[config.mk]
export PLATFORM = sky130hd
export DESIGN_NAME = gtg_sqrt
export DESIGN_NICKNAME = d
export VERILOG_FILES = /design/src/design/gtg_pkg.sv /design/src/design/gtg_sqrt.sv
export SDC_FILE = /design/constraint.sdc
export NUM_CORES = 1
export LEC_CHECK = 0
export BUFFER_PORTS_ARGS = -buffer_cell sky130_fd_sc_hd__buf_4
export CAP_MARGIN = 15
export CORE_MARGIN = 2
export CORE_UTILIZATION = 54
export DETAILED_ROUTE_END_ITERATION = 16
export GPL_ROUTABILITY_DRIVEN = 0
export HOLD_SLACK_MARGIN = 0.1
export PLACE_DENSITY = 0.85
export SLEW_MARGIN = 20
export SYNTH_ARGS = -nofsm -noshare
export SYNTH_HDL_FRONTEND = slang
export SYNTH_SLANG_ARGS = --single-unit
[constraint.sdc]
create_clock -name clk -period 6 [get_ports clk]
set_input_delay 0.6 -clock clk [delete_from_list [all_inputs] [get_ports clk]]
set_output_delay 0.6 -clock clk [all_outputs]
set_load 0.005 [all_outputs]
[src/design/gtg_pkg.sv]
// gtg_pkg: shared types and constants for the go-to-goal proportional controller
// holds the sequencer and cordic state encodings, config register codes and the arctangent table
// no dependencies
package gtg_pkg;

  // field widths
  localparam int unsigned POS_W     = 24;
  localparam int unsigned DIFF_W    = 25;
  localparam int unsigned SUMSQ_W   = 50;
  localparam int unsigned DIST_W    = 25;
  localparam int unsigned HEAD_W    = 16;
  localparam int unsigned DIR_W     = 17;
  localparam int unsigned HERR_W    = 18;
  localparam int unsigned GAIN_W    = 12;
  localparam int unsigned LIN_W     = 29;
  localparam int unsigned ANG_W     = 21;
  localparam int unsigned CFG_IDX_W = 2;
  localparam int unsigned CFG_DAT_W = 24;

  // cordic geometry: angles in Q.61
  localparam int unsigned ANG_FRAC     = 61;
  localparam int unsigned CORDIC_STEPS = 61;
  localparam int unsigned STEP_W       = 6;
  localparam int unsigned XY_W         = 63;
  localparam int unsigned Z_W          = 64;
  localparam int unsigned A_W          = 65;
  localparam int unsigned NORM_BIT     = 59;

  // largest value that can still be multiplied by nine in 64 bits
  localparam logic [63:0] P3_LIMIT = 64'hFFFF_FFFF_FFFF_FFFF / 64'd9;

  // config register indexes
  typedef enum logic [CFG_IDX_W-1:0] {
    CFG_LINEAR_GAIN  = 2'd0,
    CFG_ANGULAR_GAIN = 2'd1,
    CFG_ARRIVE_TOL   = 2'd2,
    CFG_ACTIVE       = 2'd3
  } cfg_reg_t;

  // top-level sequencer
  typedef enum logic [3:0] {
    ST_IDLE,
    ST_DIFF,
    ST_SQUARE,
    ST_SQRT_GO,
    ST_SQRT_WAIT,
    ST_CMP,
    ST_CORD_GO,
    ST_CORD_WAIT,
    ST_HERR,
    ST_MUL,
    ST_LOAD
  } seq_state_t;

  // cordic unit sequencer
  typedef enum logic [2:0] {
    CS_IDLE,
    CS_NORM,
    CS_ITER,
    CS_OCTANT,
    CS_HALF,
    CS_SIGN,
    CS_ROUND,
    CS_DONE
  } cord_state_t;

  typedef logic signed [Z_W-1:0] atan_tab_t [CORDIC_STEPS];

  // shift-subtract quotient, only used while building the table
  function automatic logic [63:0] udiv64(logic [63:0] num, logic [63:0] den);
    logic [63:0] q;
    logic [64:0] r;
    int          i;
    q = '0;
    r = '0;
    for (i = 63; i >= 0; i--) begin
      r = {r[63:0], num[i]};
      if (r >= {1'b0, den}) begin
        r    = r - {1'b0, den};
        q[i] = 1'b1;
      end
    end
    return q;
  endfunction

  // atan(2^-i) in Q.61 by truncated power series, entry 0 is atan(1/2) + atan(1/3)
  function automatic atan_tab_t atan_table();
    atan_tab_t        t;
    logic [63:0]      term;
    logic [63:0]      p3;
    logic signed [63:0] acc;
    int unsigned      i;
    int unsigned      k;
    logic             stop;
    for (i = 1; i < CORDIC_STEPS; i++) begin
      acc = '0;
      for (k = 0; k < 64; k++) begin
        if (i * (2 * k + 1) <= ANG_FRAC) begin
          term = udiv64(64'd1 << (ANG_FRAC - i * (2 * k + 1)), 64'(2 * k + 1));
          acc  = k[0] ? acc - signed'(term) : acc + signed'(term);
        end
      end
      t[i] = acc;
    end
    acc  = '0;
    p3   = 64'd3;
    stop = 1'b0;
    for (k = 0; k < 64; k++) begin
      if (!stop) begin
        term = udiv64(udiv64(64'd1 << ANG_FRAC, p3), 64'(2 * k + 1));
        if (term == 64'd0) begin
          stop = 1'b1;
        end else begin
          acc = k[0] ? acc - signed'(term) : acc + signed'(term);
          if (p3 > P3_LIMIT) begin
            stop = 1'b1;
          end else begin
            p3 = p3 * 64'd9;
          end
        end
      end
    end
    t[0] = t[1] + acc;
    return t;
  endfunction

  localparam atan_tab_t ATAN_TAB = atan_table();

endpackage

[src/design/gtg_sqrt.sv]
// gtg_sqrt: bit-serial square root, two radicand bits per cycle, rounded to nearest
// uses gtg_pkg for widths
module gtg_sqrt (
  input  logic                          clk,
  input  logic                          rst,
  input  logic                          start,
  input  logic [gtg_pkg::SUMSQ_W-1:0]   radicand,
  output logic                          done,
  output logic [gtg_pkg::DIST_W-1:0]    root
);

  localparam int unsigned STEPS = gtg_pkg::SUMSQ_W / 2;
  localparam int unsigned REM_W = gtg_pkg::DIST_W + 2;
  localparam int unsigned CNT_W = $clog2(STEPS + 1);

  logic [gtg_pkg::SUMSQ_W-1:0] rad;
  logic [REM_W-1:0]            rem;
  logic [gtg_pkg::DIST_W-1:0]  acc;
  logic [CNT_W-1:0]            cnt;
  logic                        busy;
  logic                        fin;

  logic [REM_W+1:0]            rem_sh;
  logic [REM_W+1:0]            trial;
  logic                        take;

  // one result digit per cycle
  always_comb begin
    rem_sh = {rem, rad[gtg_pkg::SUMSQ_W-1 -: 2]};
    trial  = {2'b00, acc, 2'b01};
    take   = rem_sh >= trial;
  end

  always_ff @(posedge clk) begin
    if (rst) begin
      busy <= 1'b0;
      fin  <= 1'b0;
      cnt  <= '0;
    end else begin
      fin <= 1'b0;
      if (start) begin
        busy <= 1'b1;
        cnt  <= '0;
        rad  <= radicand;
        rem  <= '0;
        acc  <= '0;
      end else if (busy) begin
        rad <= {rad[gtg_pkg::SUMSQ_W-3:0], 2'b00};
        if (take) begin
          rem <= REM_W'(rem_sh - trial);
          acc <= {acc[gtg_pkg::DIST_W-2:0], 1'b1};
        end else begin
          rem <= REM_W'(rem_sh);
          acc <= {acc[gtg_pkg::DIST_W-2:0], 1'b0};
        end
        if (cnt == CNT_W'(STEPS - 1)) begin
          busy <= 1'b0;
          fin  <= 1'b1;
        end
        cnt <= cnt + 1'b1;
      end
    end
  end

  // round up when the remainder exceeds the floor root
  assign root = acc + gtg_pkg::DIST_W'(REM_W'(acc) < rem);
  assign done = fin;

endmodule

==> qor.csv <==
stage;metric;value;unit
power;Peak VDD IR;0.000210;V
critical_path;WP data required;5400;ps
die;Die Footprint;0.0139;sq mm
synthesis;Post-synth EDFFs;102;
detailed_routing;routed wl met3;979;um
cts;Clock Latency Late Sink;360;ps
synthesis;adder-cell share of the synthesized area;0.100;
cts;Num CTS Buffers;9;
sta;Slew @ Worst Pin;948;ps
critical_path;crit-path max FO;6;
detailed_routing;wire length per cell;16.4;um
layout;share of post-route cells with drive strength above 1;0.207;
layout;Final Non-Filler Cells;920;
critical_path;Critical Path Source Type;register;
detailed_routing;met2 WL post-DR;7.39;mm
synthesis;Post-Synth XOR/XNOR Area;0.0550;
die;die height;118;um
cts;buffer levels on the longest clock path;2;
die;initial core utilization;0.555;
critical_path;WP data arrival;4480;ps
global_route;largest net degree at the start of global routing;87;
sta;final setup fails;0;
cts;Clock Sinks;109;
detailed_routing;DR vias;5231;
cts;Post-CTS Hold Fix Bufs;0;
critical_path;Crit. End Element;output port;
job;max cap viols;0;
detailed_routing;antenna viol nets, final;0;
die;CORE AREA;0.0126;sq mm
sta;Slew Limit Fails;0;
sta;highest clock rate;197;MHz
global_route;GR Util All Layers;0.225;
detailed_routing;Routed WL;15.1;mm
cts;root buffer cell;clkbuf_16;
detailed_routing;Iteration-0 DRC Markers;337;
sta;post-layout minimum cycle time;5080;ps
status;status;complete, no violations;
sta;Worst slew margin;0.368;
synthesis;largest family of logic cells by synthesized area;compound AO/OA/AOI/OAI gates;
detailed_routing;post-DR vias/cell;5.69;
power;Leak;0.00329;uW
placement;HPWL after DPL;10.9;mm
power;total chip power;2070;uW
synthesis;Yosys cell types;54;
global_route;number of antenna violations at the first check in global routing;0;
sta;part of the cycle the worst path needs;0.847;
detailed_routing;1st-pass router iterations;5;
sta;Final Hold Fails;0;
layout;ANT cells;0;
cts;H-tree levels;3;
synthesis;FFs w/ async S/R, synth;0;
global_route;global route overflow;0;
critical_path;CP Class;register to output port;
cts;post-CTS setup buffer count;0;
layout;Finished Core Util;0.638;
synthesis;Yosys reg bits;109;
global_route;first-pass GRT wire length;25.4;mm
synthesis;mux share of post-synthesis cell area;0.0801;
cts;post-CTS sizing;0;
synthesis;Mapped Cells;677;
die;row cnt;41;
detailed_routing;top sig layer;met4;
synthesis;Seq/Total Area, Yosys;0.457;
cts;clock slew at reported path FFs;70;ps
power;Pwr Density;258;mW/mm^2
detailed_routing;met1 wire length;6.38;mm
layout;Layout area overhead;14.9;%
sta;Fin Setup TNS;0;ps
hold_path;Tightest Hold Check Type;input port to register;
detailed_routing;DR DRC count;0;
global_route;number of global-route vias before repair;5328;
synthesis;post-synthesis compound-gate area fraction;0.131;
synthesis;post-synth net total;786;
sta;Worst Skew;10.7;ps
sta;RSZ-0062 raised after global routing;no;
synthesis;ys flop type;edfxtp_1;
die;IO Count;79;
cts;CTS tree;done;
sta;Min Hold Slack;526;ps
placement;port buffer count;78;
layout;Nets;852;
die;Die W;118;um
synthesis;post-synthesis simple-gate area fraction;0.125;
synthesis;Syn Std Cell Area;0.00700;sq mm
placement;placed cell count;903;
synthesis;synthesized area per cell;10.3;sq um
synthesis;Ys Warns;0;
==> state kept, by name, indices dropped and copies added (netlist names) <==
register  flops
done          1
cnt           5
busy          1
acc          25
rem          27
rad          50
==> cells by family (layout without fill, tap and decap cells) <==
logic type      after synthesis  after routing
flops                       109            109
mux                          50             50
compound gates              139            139
simple gates                187            187
buf+inv                      92            163
fa+ha+maj                    56             56
xor+xnor                     44             44
==> per-stage QoR <==
stage / instance area [sq um] / setup WS [ps]
4_1_cts: 8020 / 944
3_5_place_dp: 7720 / 1350
2_1_floorplan: 7000 / 1430
6_report: 8050 / 920
3_3_place_gp: 7720 / 1580
5_1_grt: 8050 / 633
==> final cells by class <==
type                    instances  area, sq um
clock inverters                 6         68.8
repair buffers                 83          643
well taps                     172          215
inverters                      64          240
multi-input cells             476         3450
clock buffers                  10          229
fillers                       987         4570
flip-flops and latches        109         3200
==> report_power, final <==
group | internal (uW) | leakage [uW] | switching, uW
sequential | 907 | 0.00104 | 36.5
combinational | 233 | 0.00210 | 292
clock | 328 | 0.000146 | 279
==> synthesized netlist by cell type, drive strengths merged, types with 3 or more instances <==
library cell,count,area (sq um)
a211oi,6,50.1
a21boi,3,22.5
a21o,18,135
a21oi,52,268
a31oi,7,50.1
and2,6,37.5
and3,4,25.0
buf,15,70.1
clkbuf,13,48.8
dfxtp,7,140
edfxtp,102,3060
ha,56,701
inv,64,240
mux2,48,541
nand2,59,221
nand3,13,65.1
nand4,15,93.8
nor2,51,191
nor2b,5,31.3
nor3,16,80.1
nor4,3,18.8
o21a,11,82.6
o21ai,23,119
o21bai,3,33.8
o221ai,4,35.0
or2,3,18.8
or3,3,18.8
xnor2,35,307
xor2,9,78.8
==> critical path: stages, from the launching register on <==
cell and delay, ps:
edfxtp_1 490, ha_1 400, nor2b_1 160, o21a_1 160, o21a_1 160, o21a_1 170, o21a_1 180, o21ai_0 190
a221oi_1 100, o21ai_0 180, ha_1 240, ha_1 250, nand3_1 280, nor3_1 630, and3_1 270, xnor2_1 120
buf_4 130
==> routing by layer <==
metal | vias up | global-route usage
met1 | 2483 | 0.281
met5 | - | 0
met4 | 0 | 0.0986
li1 | 2539 | -
met2 | 178 | 0.375
met3 | 31 | 0.0518
==> cells in the final DEF (no fill, tap or decap), types with 5 or more instances in the layout <==
master / count
a31oi_1: 6
o21ai_0: 15
and2_1: 6
nor2b_1: 5
a21o_1: 18
o21ai_1: 7
ha_1: 56
nor2_1: 50
clkbuf_16: 9
a21oi_1: 50
inv_1: 64
nand2_1: 59
edfxtp_1: 102
nor3_1: 16
buf_4: 82
a211oi_1: 5
o21a_1: 11
mux2_2: 48
nand3_1: 13
dfxtp_1: 7
xnor2_1: 35
xor2_1: 9
nand4_1: 15
==> path summary, 6_finish.rpt <==
path               startpoint        to  slack (ps)  cells past startpoint
setup / recovery       acc[1]  root[20]         920                     16
hold / removal    radicand[0]    rad[0]         530                      2
setup reg to reg       acc[1]   rem[14]        2770                     10
hold reg to reg        rad[3]    rad[5]         550                      1
(Power assumes the default switching activity.)
