==> src/design/gtg_pkg.sv <==
// gtg_pkg: shared types and constants for the go-to-goal proportional controller
// holds the sequencer and cordic state encodings, config register codes and the arctangent table
// no dependencies
package gtg_pkg;

  // field widths
  localparam int unsigned POS_W     = 24;
  localparam int unsigned DIFF_W    = 25;
  localparam int unsigned SUMSQ_W   = 50;
  localparam int unsigned DIST_W    = 25;
  localparam int unsigned HEAD_W    = 16;
  localparam int unsigned DIR_W     = 17;
  localparam int unsigned HERR_W    = 18;
  localparam int unsigned GAIN_W    = 12;
  localparam int unsigned LIN_W     = 29;
  localparam int unsigned ANG_W     = 21;
  localparam int unsigned CFG_IDX_W = 2;
  localparam int unsigned CFG_DAT_W = 24;

  // cordic geometry: angles in Q.61
  localparam int unsigned ANG_FRAC     = 61;
  localparam int unsigned CORDIC_STEPS = 61;
  localparam int unsigned STEP_W       = 6;
  localparam int unsigned XY_W         = 63;
  localparam int unsigned Z_W          = 64;
  localparam int unsigned A_W          = 65;
  localparam int unsigned NORM_BIT     = 59;

  // largest value that can still be multiplied by nine in 64 bits
  localparam logic [63:0] P3_LIMIT = 64'hFFFF_FFFF_FFFF_FFFF / 64'd9;

  // config register indexes
  typedef enum logic [CFG_IDX_W-1:0] {
    CFG_LINEAR_GAIN  = 2'd0,
    CFG_ANGULAR_GAIN = 2'd1,
    CFG_ARRIVE_TOL   = 2'd2,
    CFG_ACTIVE       = 2'd3
  } cfg_reg_t;

  // top-level sequencer
  typedef enum logic [3:0] {
    ST_IDLE,
    ST_DIFF,
    ST_SQUARE,
    ST_SQRT_GO,
    ST_SQRT_WAIT,
    ST_CMP,
    ST_CORD_GO,
    ST_CORD_WAIT,
    ST_HERR,
    ST_MUL,
    ST_LOAD
  } seq_state_t;

  // cordic unit sequencer
  typedef enum logic [2:0] {
    CS_IDLE,
    CS_NORM,
    CS_ITER,
    CS_OCTANT,
    CS_HALF,
    CS_SIGN,
    CS_ROUND,
    CS_DONE
  } cord_state_t;

  typedef logic signed [Z_W-1:0] atan_tab_t [CORDIC_STEPS];

  // shift-subtract quotient, only used while building the table
  function automatic logic [63:0] udiv64(logic [63:0] num, logic [63:0] den);
    logic [63:0] q;
    logic [64:0] r;
    int          i;
    q = '0;
    r = '0;
    for (i = 63; i >= 0; i--) begin
      r = {r[63:0], num[i]};
      if (r >= {1'b0, den}) begin
        r    = r - {1'b0, den};
        q[i] = 1'b1;
      end
    end
    return q;
  endfunction

  // atan(2^-i) in Q.61 by truncated power series, entry 0 is atan(1/2) + atan(1/3)
  function automatic atan_tab_t atan_table();
    atan_tab_t        t;
    logic [63:0]      term;
    logic [63:0]      p3;
    logic signed [63:0] acc;
    int unsigned      i;
    int unsigned      k;
    logic             stop;
    for (i = 1; i < CORDIC_STEPS; i++) begin
      acc = '0;
      for (k = 0; k < 64; k++) begin
        if (i * (2 * k + 1) <= ANG_FRAC) begin
          term = udiv64(64'd1 << (ANG_FRAC - i * (2 * k + 1)), 64'(2 * k + 1));
          acc  = k[0] ? acc - signed'(term) : acc + signed'(term);
        end
      end
      t[i] = acc;
    end
    acc  = '0;
    p3   = 64'd3;
    stop = 1'b0;
    for (k = 0; k < 64; k++) begin
      if (!stop) begin
        term = udiv64(udiv64(64'd1 << ANG_FRAC, p3), 64'(2 * k + 1));
        if (term == 64'd0) begin
          stop = 1'b1;
        end else begin
          acc = k[0] ? acc - signed'(term) : acc + signed'(term);
          if (p3 > P3_LIMIT) begin
            stop = 1'b1;
          end else begin
            p3 = p3 * 64'd9;
          end
        end
      end
    end
    t[0] = t[1] + acc;
    return t;
  endfunction

  localparam atan_tab_t ATAN_TAB = atan_table();

endpackage

==> src/design/gtg_cordic.sv <==
// gtg_cordic: iterative vectoring cordic giving atan2 rounded to Q2.13
// one micro-rotation per cycle, operands normalized one bit per cycle; uses gtg_pkg
module gtg_cordic (
  input  logic                              clk,
  input  logic                              rst,
  input  logic                              start,
  input  logic [gtg_pkg::DIFF_W-1:0]        abs_x,
  input  logic [gtg_pkg::DIFF_W-1:0]        abs_y,
  input  logic                              neg_x,
  input  logic                              neg_y,
  output logic                              done,
  output logic signed [gtg_pkg::DIR_W-1:0]  direction
);

  localparam logic signed [gtg_pkg::A_W-1:0] QUARTER =
    gtg_pkg::A_W'(gtg_pkg::ATAN_TAB[0]);
  localparam logic signed [gtg_pkg::A_W-1:0] HALF_ROUND =
    gtg_pkg::A_W'(1) <<< (gtg_pkg::ANG_FRAC - 14);

  gtg_pkg::cord_state_t state, state_next;

  logic signed [gtg_pkg::XY_W-1:0]  x, y;
  logic signed [gtg_pkg::Z_W-1:0]   z;
  logic signed [gtg_pkg::A_W-1:0]   a;
  logic [gtg_pkg::STEP_W-1:0]       step;
  logic                             swap, nx_q, ny_q;
  logic signed [gtg_pkg::DIR_W-1:0] dir;

  logic signed [gtg_pkg::XY_W-1:0]  xs, ys;
  logic signed [gtg_pkg::Z_W-1:0]   tab_val;
  logic signed [gtg_pkg::A_W-1:0]   a_rnd;

  // next state
  always_comb begin
    state_next = state;
    case (state)
      gtg_pkg::CS_IDLE:   if (start) state_next = gtg_pkg::CS_NORM;
      gtg_pkg::CS_NORM:   if (x[gtg_pkg::NORM_BIT]) state_next = gtg_pkg::CS_ITER;
      gtg_pkg::CS_ITER:
        if (step == gtg_pkg::STEP_W'(gtg_pkg::CORDIC_STEPS - 1)) begin
          state_next = gtg_pkg::CS_OCTANT;
        end
      gtg_pkg::CS_OCTANT: state_next = gtg_pkg::CS_HALF;
      gtg_pkg::CS_HALF:   state_next = gtg_pkg::CS_SIGN;
      gtg_pkg::CS_SIGN:   state_next = gtg_pkg::CS_ROUND;
      gtg_pkg::CS_ROUND:  state_next = gtg_pkg::CS_DONE;
      gtg_pkg::CS_DONE:   state_next = gtg_pkg::CS_IDLE;
      default:            state_next = gtg_pkg::CS_IDLE;
    endcase
  end

  // outputs
  always_comb begin
    done = (state == gtg_pkg::CS_DONE);
  end
  assign direction = dir;

  // micro-rotation datapath
  always_comb begin
    xs      = x >>> step;
    ys      = y >>> step;
    tab_val = gtg_pkg::ATAN_TAB[step];
    a_rnd   = (a + HALF_ROUND) >>> (gtg_pkg::ANG_FRAC - 13);
  end

  always_ff @(posedge clk) begin
    if (rst) begin
      state <= gtg_pkg::CS_IDLE;
    end else begin
      state <= state_next;
    end
  end

  always_ff @(posedge clk) begin
    case (state)
      gtg_pkg::CS_IDLE: begin
        // fold into first octant
        if (start) begin
          swap <= abs_y > abs_x;
          nx_q <= neg_x;
          ny_q <= neg_y;
          x    <= gtg_pkg::XY_W'((abs_y > abs_x) ? abs_y : abs_x);
          y    <= gtg_pkg::XY_W'((abs_y > abs_x) ? abs_x : abs_y);
          z    <= '0;
          step <= '0;
        end
      end
      gtg_pkg::CS_NORM: begin
        if (!x[gtg_pkg::NORM_BIT]) begin
          x <= x <<< 1;
          y <= y <<< 1;
        end
      end
      gtg_pkg::CS_ITER: begin
        if (!y[gtg_pkg::XY_W-1]) begin
          x <= x + ys;
          y <= y - xs;
          z <= z + tab_val;
        end else begin
          x <= x - ys;
          y <= y + xs;
          z <= z - tab_val;
        end
        step <= step + 1'b1;
      end
      gtg_pkg::CS_OCTANT: a <= swap ? (QUARTER <<< 1) - gtg_pkg::A_W'(z) : gtg_pkg::A_W'(z);
      gtg_pkg::CS_HALF:   if (nx_q) a <= (QUARTER <<< 2) - a;
      gtg_pkg::CS_SIGN:   if (ny_q) a <= -a;
      gtg_pkg::CS_ROUND:  dir <= gtg_pkg::DIR_W'(a_rnd);
      default: ;
    endcase
  end

endmodule
==> config.mk <==
export PLATFORM = sky130hd
export DESIGN_NAME = gtg_cordic
export DESIGN_NICKNAME = d
export VERILOG_FILES = /design/src/design/gtg_pkg.sv /design/src/design/gtg_cordic.sv
export SDC_FILE = /design/constraint.sdc
export NUM_CORES = 2
export LEC_CHECK = 0
export ABC_AREA = 1
export BUFFER_PORTS_ARGS = -buffer_cell sky130_fd_sc_hd__buf_2
export CAP_MARGIN = 5
export CORE_ASPECT_RATIO = 0.75
export CORE_MARGIN = 5
export CORE_UTILIZATION = 35
export CTS_BUF_LIST = sky130_fd_sc_hd__clkbuf_8 sky130_fd_sc_hd__clkbuf_16
export DETAILED_ROUTE_END_ITERATION = 6
export PLACE_DENSITY = 0.49
export SYNTH_ARGS = -nofsm -noshare
export SYNTH_HDL_FRONTEND = slang
export SYNTH_SLANG_ARGS = --single-unit
==> constraint.sdc <==
create_clock -name clk -period 15.9 [get_ports clk]
set_input_delay 2.385 -clock clk [delete_from_list [all_inputs] [get_ports clk]]
set_output_delay 2.385 -clock clk [all_outputs]
set_load 0.01 [all_outputs]
==> results.cfg <==
[floorplan]
io_pins = 73
chipWidth_um = 435.1
core_area_um2 = 135100
floorplan.initialDensity_pct = 35.10
dieArea_um2 = 143000
fp-row-count = 117
die_y_um = 328.8

[drt]
firstDrtPassIters = 7
routed_wl_um = 254100
drc = 2
post_drt_wl_per_cell_um = 25.63
vias_per_cell = 5.946
routed-via-count = 58942
final_antenna_net_count = 0
drt-initial-drc-count = 8593

[layout]
areaGrowthSynthToFinish_pct = 6.403
final_common_cell = nand2_1
final_nets = 8414
final.fill_count = 15296
drive_gt1_share_pct = 4.368
final_cell_mix = nand2_1, nand3_1, inv_1

[logic_synthesis]
syn_area_per_cell_um2 = 5.778
synth_top_area_share_pct = 17.79
synth-edff-count = 281
ys.flop_type = edfxtp_1
synth_fp_nets = 8524
synth_warnings = 0
synthCells = 8208
synth_cell_type_count = 69
syn_area_um2 = 47430
yosysSeqAreaShare_pct = 17.92
synth_area_leaders = edfxtp_1, nand2_1, nand3_1
ys_ff_latch = 284
async_reset_ff_share_pct = 0
yosys.area.top_type = edfxtp_1

[setup_path]
path_max_fanout = 65
startpoint_type = flip-flop
crit_path_top_delay_cell = a21boi_0
critPathArrivalTime_ps = 8420
rrSetupSlack_ps = 7870
required_ps = 16290
crit_path_end_kind = flip-flop
crit_path_frequent_cell = nand2_1
max_stage_delay_ps = 970
path_class = flip-flop to flip-flop

[global_route]
grtUsageTotal_pct = 33.79
antenna_found_initial = 5
overflow = 0
grt_pass1_vias = 52224
grt_max_degree = 85
grt_pass1_wl_um = 363700

[timing]
finalMaxSlewViolations = 0
rsz0062_at_grt = no
skew_ps = 31.63
fmax_mhz = 124.5
hold_viol = 0
tightest_slew_ps = 1353
period_minus_slack_ps = 8030
setup_violations = 0
period_share_pct = 50.50
max_slew_margin_pct = 8.845
finalSetupTns_ps = 0

[clock_network]
cts_hold_buffers = 0
cts_max_level = 2
cts_made_buffers = 41
path_clk_slew_ps = 60
clockBufferDepth = 3
cts_tree = done
postCtsResizedCells = 0
clk_latency_ps = 670
clock-sinks = 284
cts_root_buf = clkbuf_16
cts_setup_buffers = 0

[placement]
port_buffers = 72
dpl.hpwl_um = 209200
gp_congestion = 1.026

[outcome]
status = finished with violations
violations = design-rule violations

[min_path]
min_path_type = flip-flop to flip-flop

[flow_run]
maxCapViolCount = 0
-- logic make-up after synthesis --
group | after synthesis | share of synthesized area, %
xor+xnor | 202 | 3.794
fa+ha+maj | 261 | 6.933
flops | 284 | 17.92
compound gates | 1577 | 18.81
buf+inv | 1342 | 11.31
simple gates | 4542 | 41.23
-- per-layer routing --
metal / track usage, % / routed length, um / part of all wire (%)
met1: 55.71 / 127800 / 50
met2: 41.85 / 88600 / 35
met3: 9.488 / 33040 / 13
met4: 5.520 / 4436 / 1.7
met5: 1.243 / 230 / 0.091
-- layout make-up --
cell class | instances | area [um^2] | share of cell area (%)
clock buffer | 42 | 1051 | 2.083
multi-input combinational | 6582 | 33610 | 66.61
timing repair buffer | 139 | 863.3 | 1.711
antenna | 1 | 2.502 | 0.004959
sequential | 284 | 8498 | 16.84
clock inverter | 30 | 246.5 | 0.4884
tap | 1785 | 2233 | 4.426
inverter | 1050 | 3955 | 7.837
-- cells in the mapped netlist (80+ instances only) --
library cell / number
nand2_1: 2090
nand3_1: 1165
inv_1: 1010
nor2_1: 880
a21oi_1: 588
o21ai_0: 530
edfxtp_1: 281
ha_1: 258
nor3_1: 143
clkbuf_1: 129
a31oi_1: 128
xor2_1: 128
nand4_1: 94
buf_2: 80
-- final timing paths --
path / from / end / depth (start not counted)
min: a[0]$_DFFE_PP_ / a[0]$_DFFE_PP_ / 2
max reg2reg: step[1]$_SDFFCE_PN0P_ / z[55]$_SDFFCE_PN0P_ / 30
max: step[1]$_SDFFCE_PN0P_ / z[55]$_SDFFCE_PN0P_ / 30
min reg2reg: a[0]$_DFFE_PP_ / a[0]$_DFFE_PP_ / 2
-- sequential cells by signal, indices dropped and copies added, names as in the netlist --
register,flops
step,6
nx_q,1
a,65
ny_q,1
swap,1
y,63
x,63
z,64
state,3
direction,17
-- metrics by stage --
| step | std cells | utilization (%) | hold slack, ps | setup slack (ps) | area, um^2 |
|---|---|---|---|---|---|
| 3_5_place_dp | 9840 | 36.39 | 557.7 | 8263 | 49160 |
| 2_1_floorplan | 8208 | - | 525.1 | 3926 | 47430 |
| 3_3_place_gp | 9840 | 36.39 | 552.4 | 8253 | 49160 |
| 5_1_grt | 9912 | 37.35 | 622.2 | 7471 | 50460 |
| 6_report | 9913 | 37.35 | 572.2 | 7870 | 50460 |
| 4_1_cts | 9912 | 37.35 | 572.0 | 8242 | 50460 |
-- critical path, delay by kind of cell, from the launching register on --
kind            cells  cell delay, ps
flops               1             430
buf+inv             7            2000
compound gates      7            2460
fa+ha+maj           2             540
simple gates       13            1910
xor+xnor            1             290
Power is not shown: default switching activity piles up to over one toggle a cycle in this logic, so the estimate is an artifact.
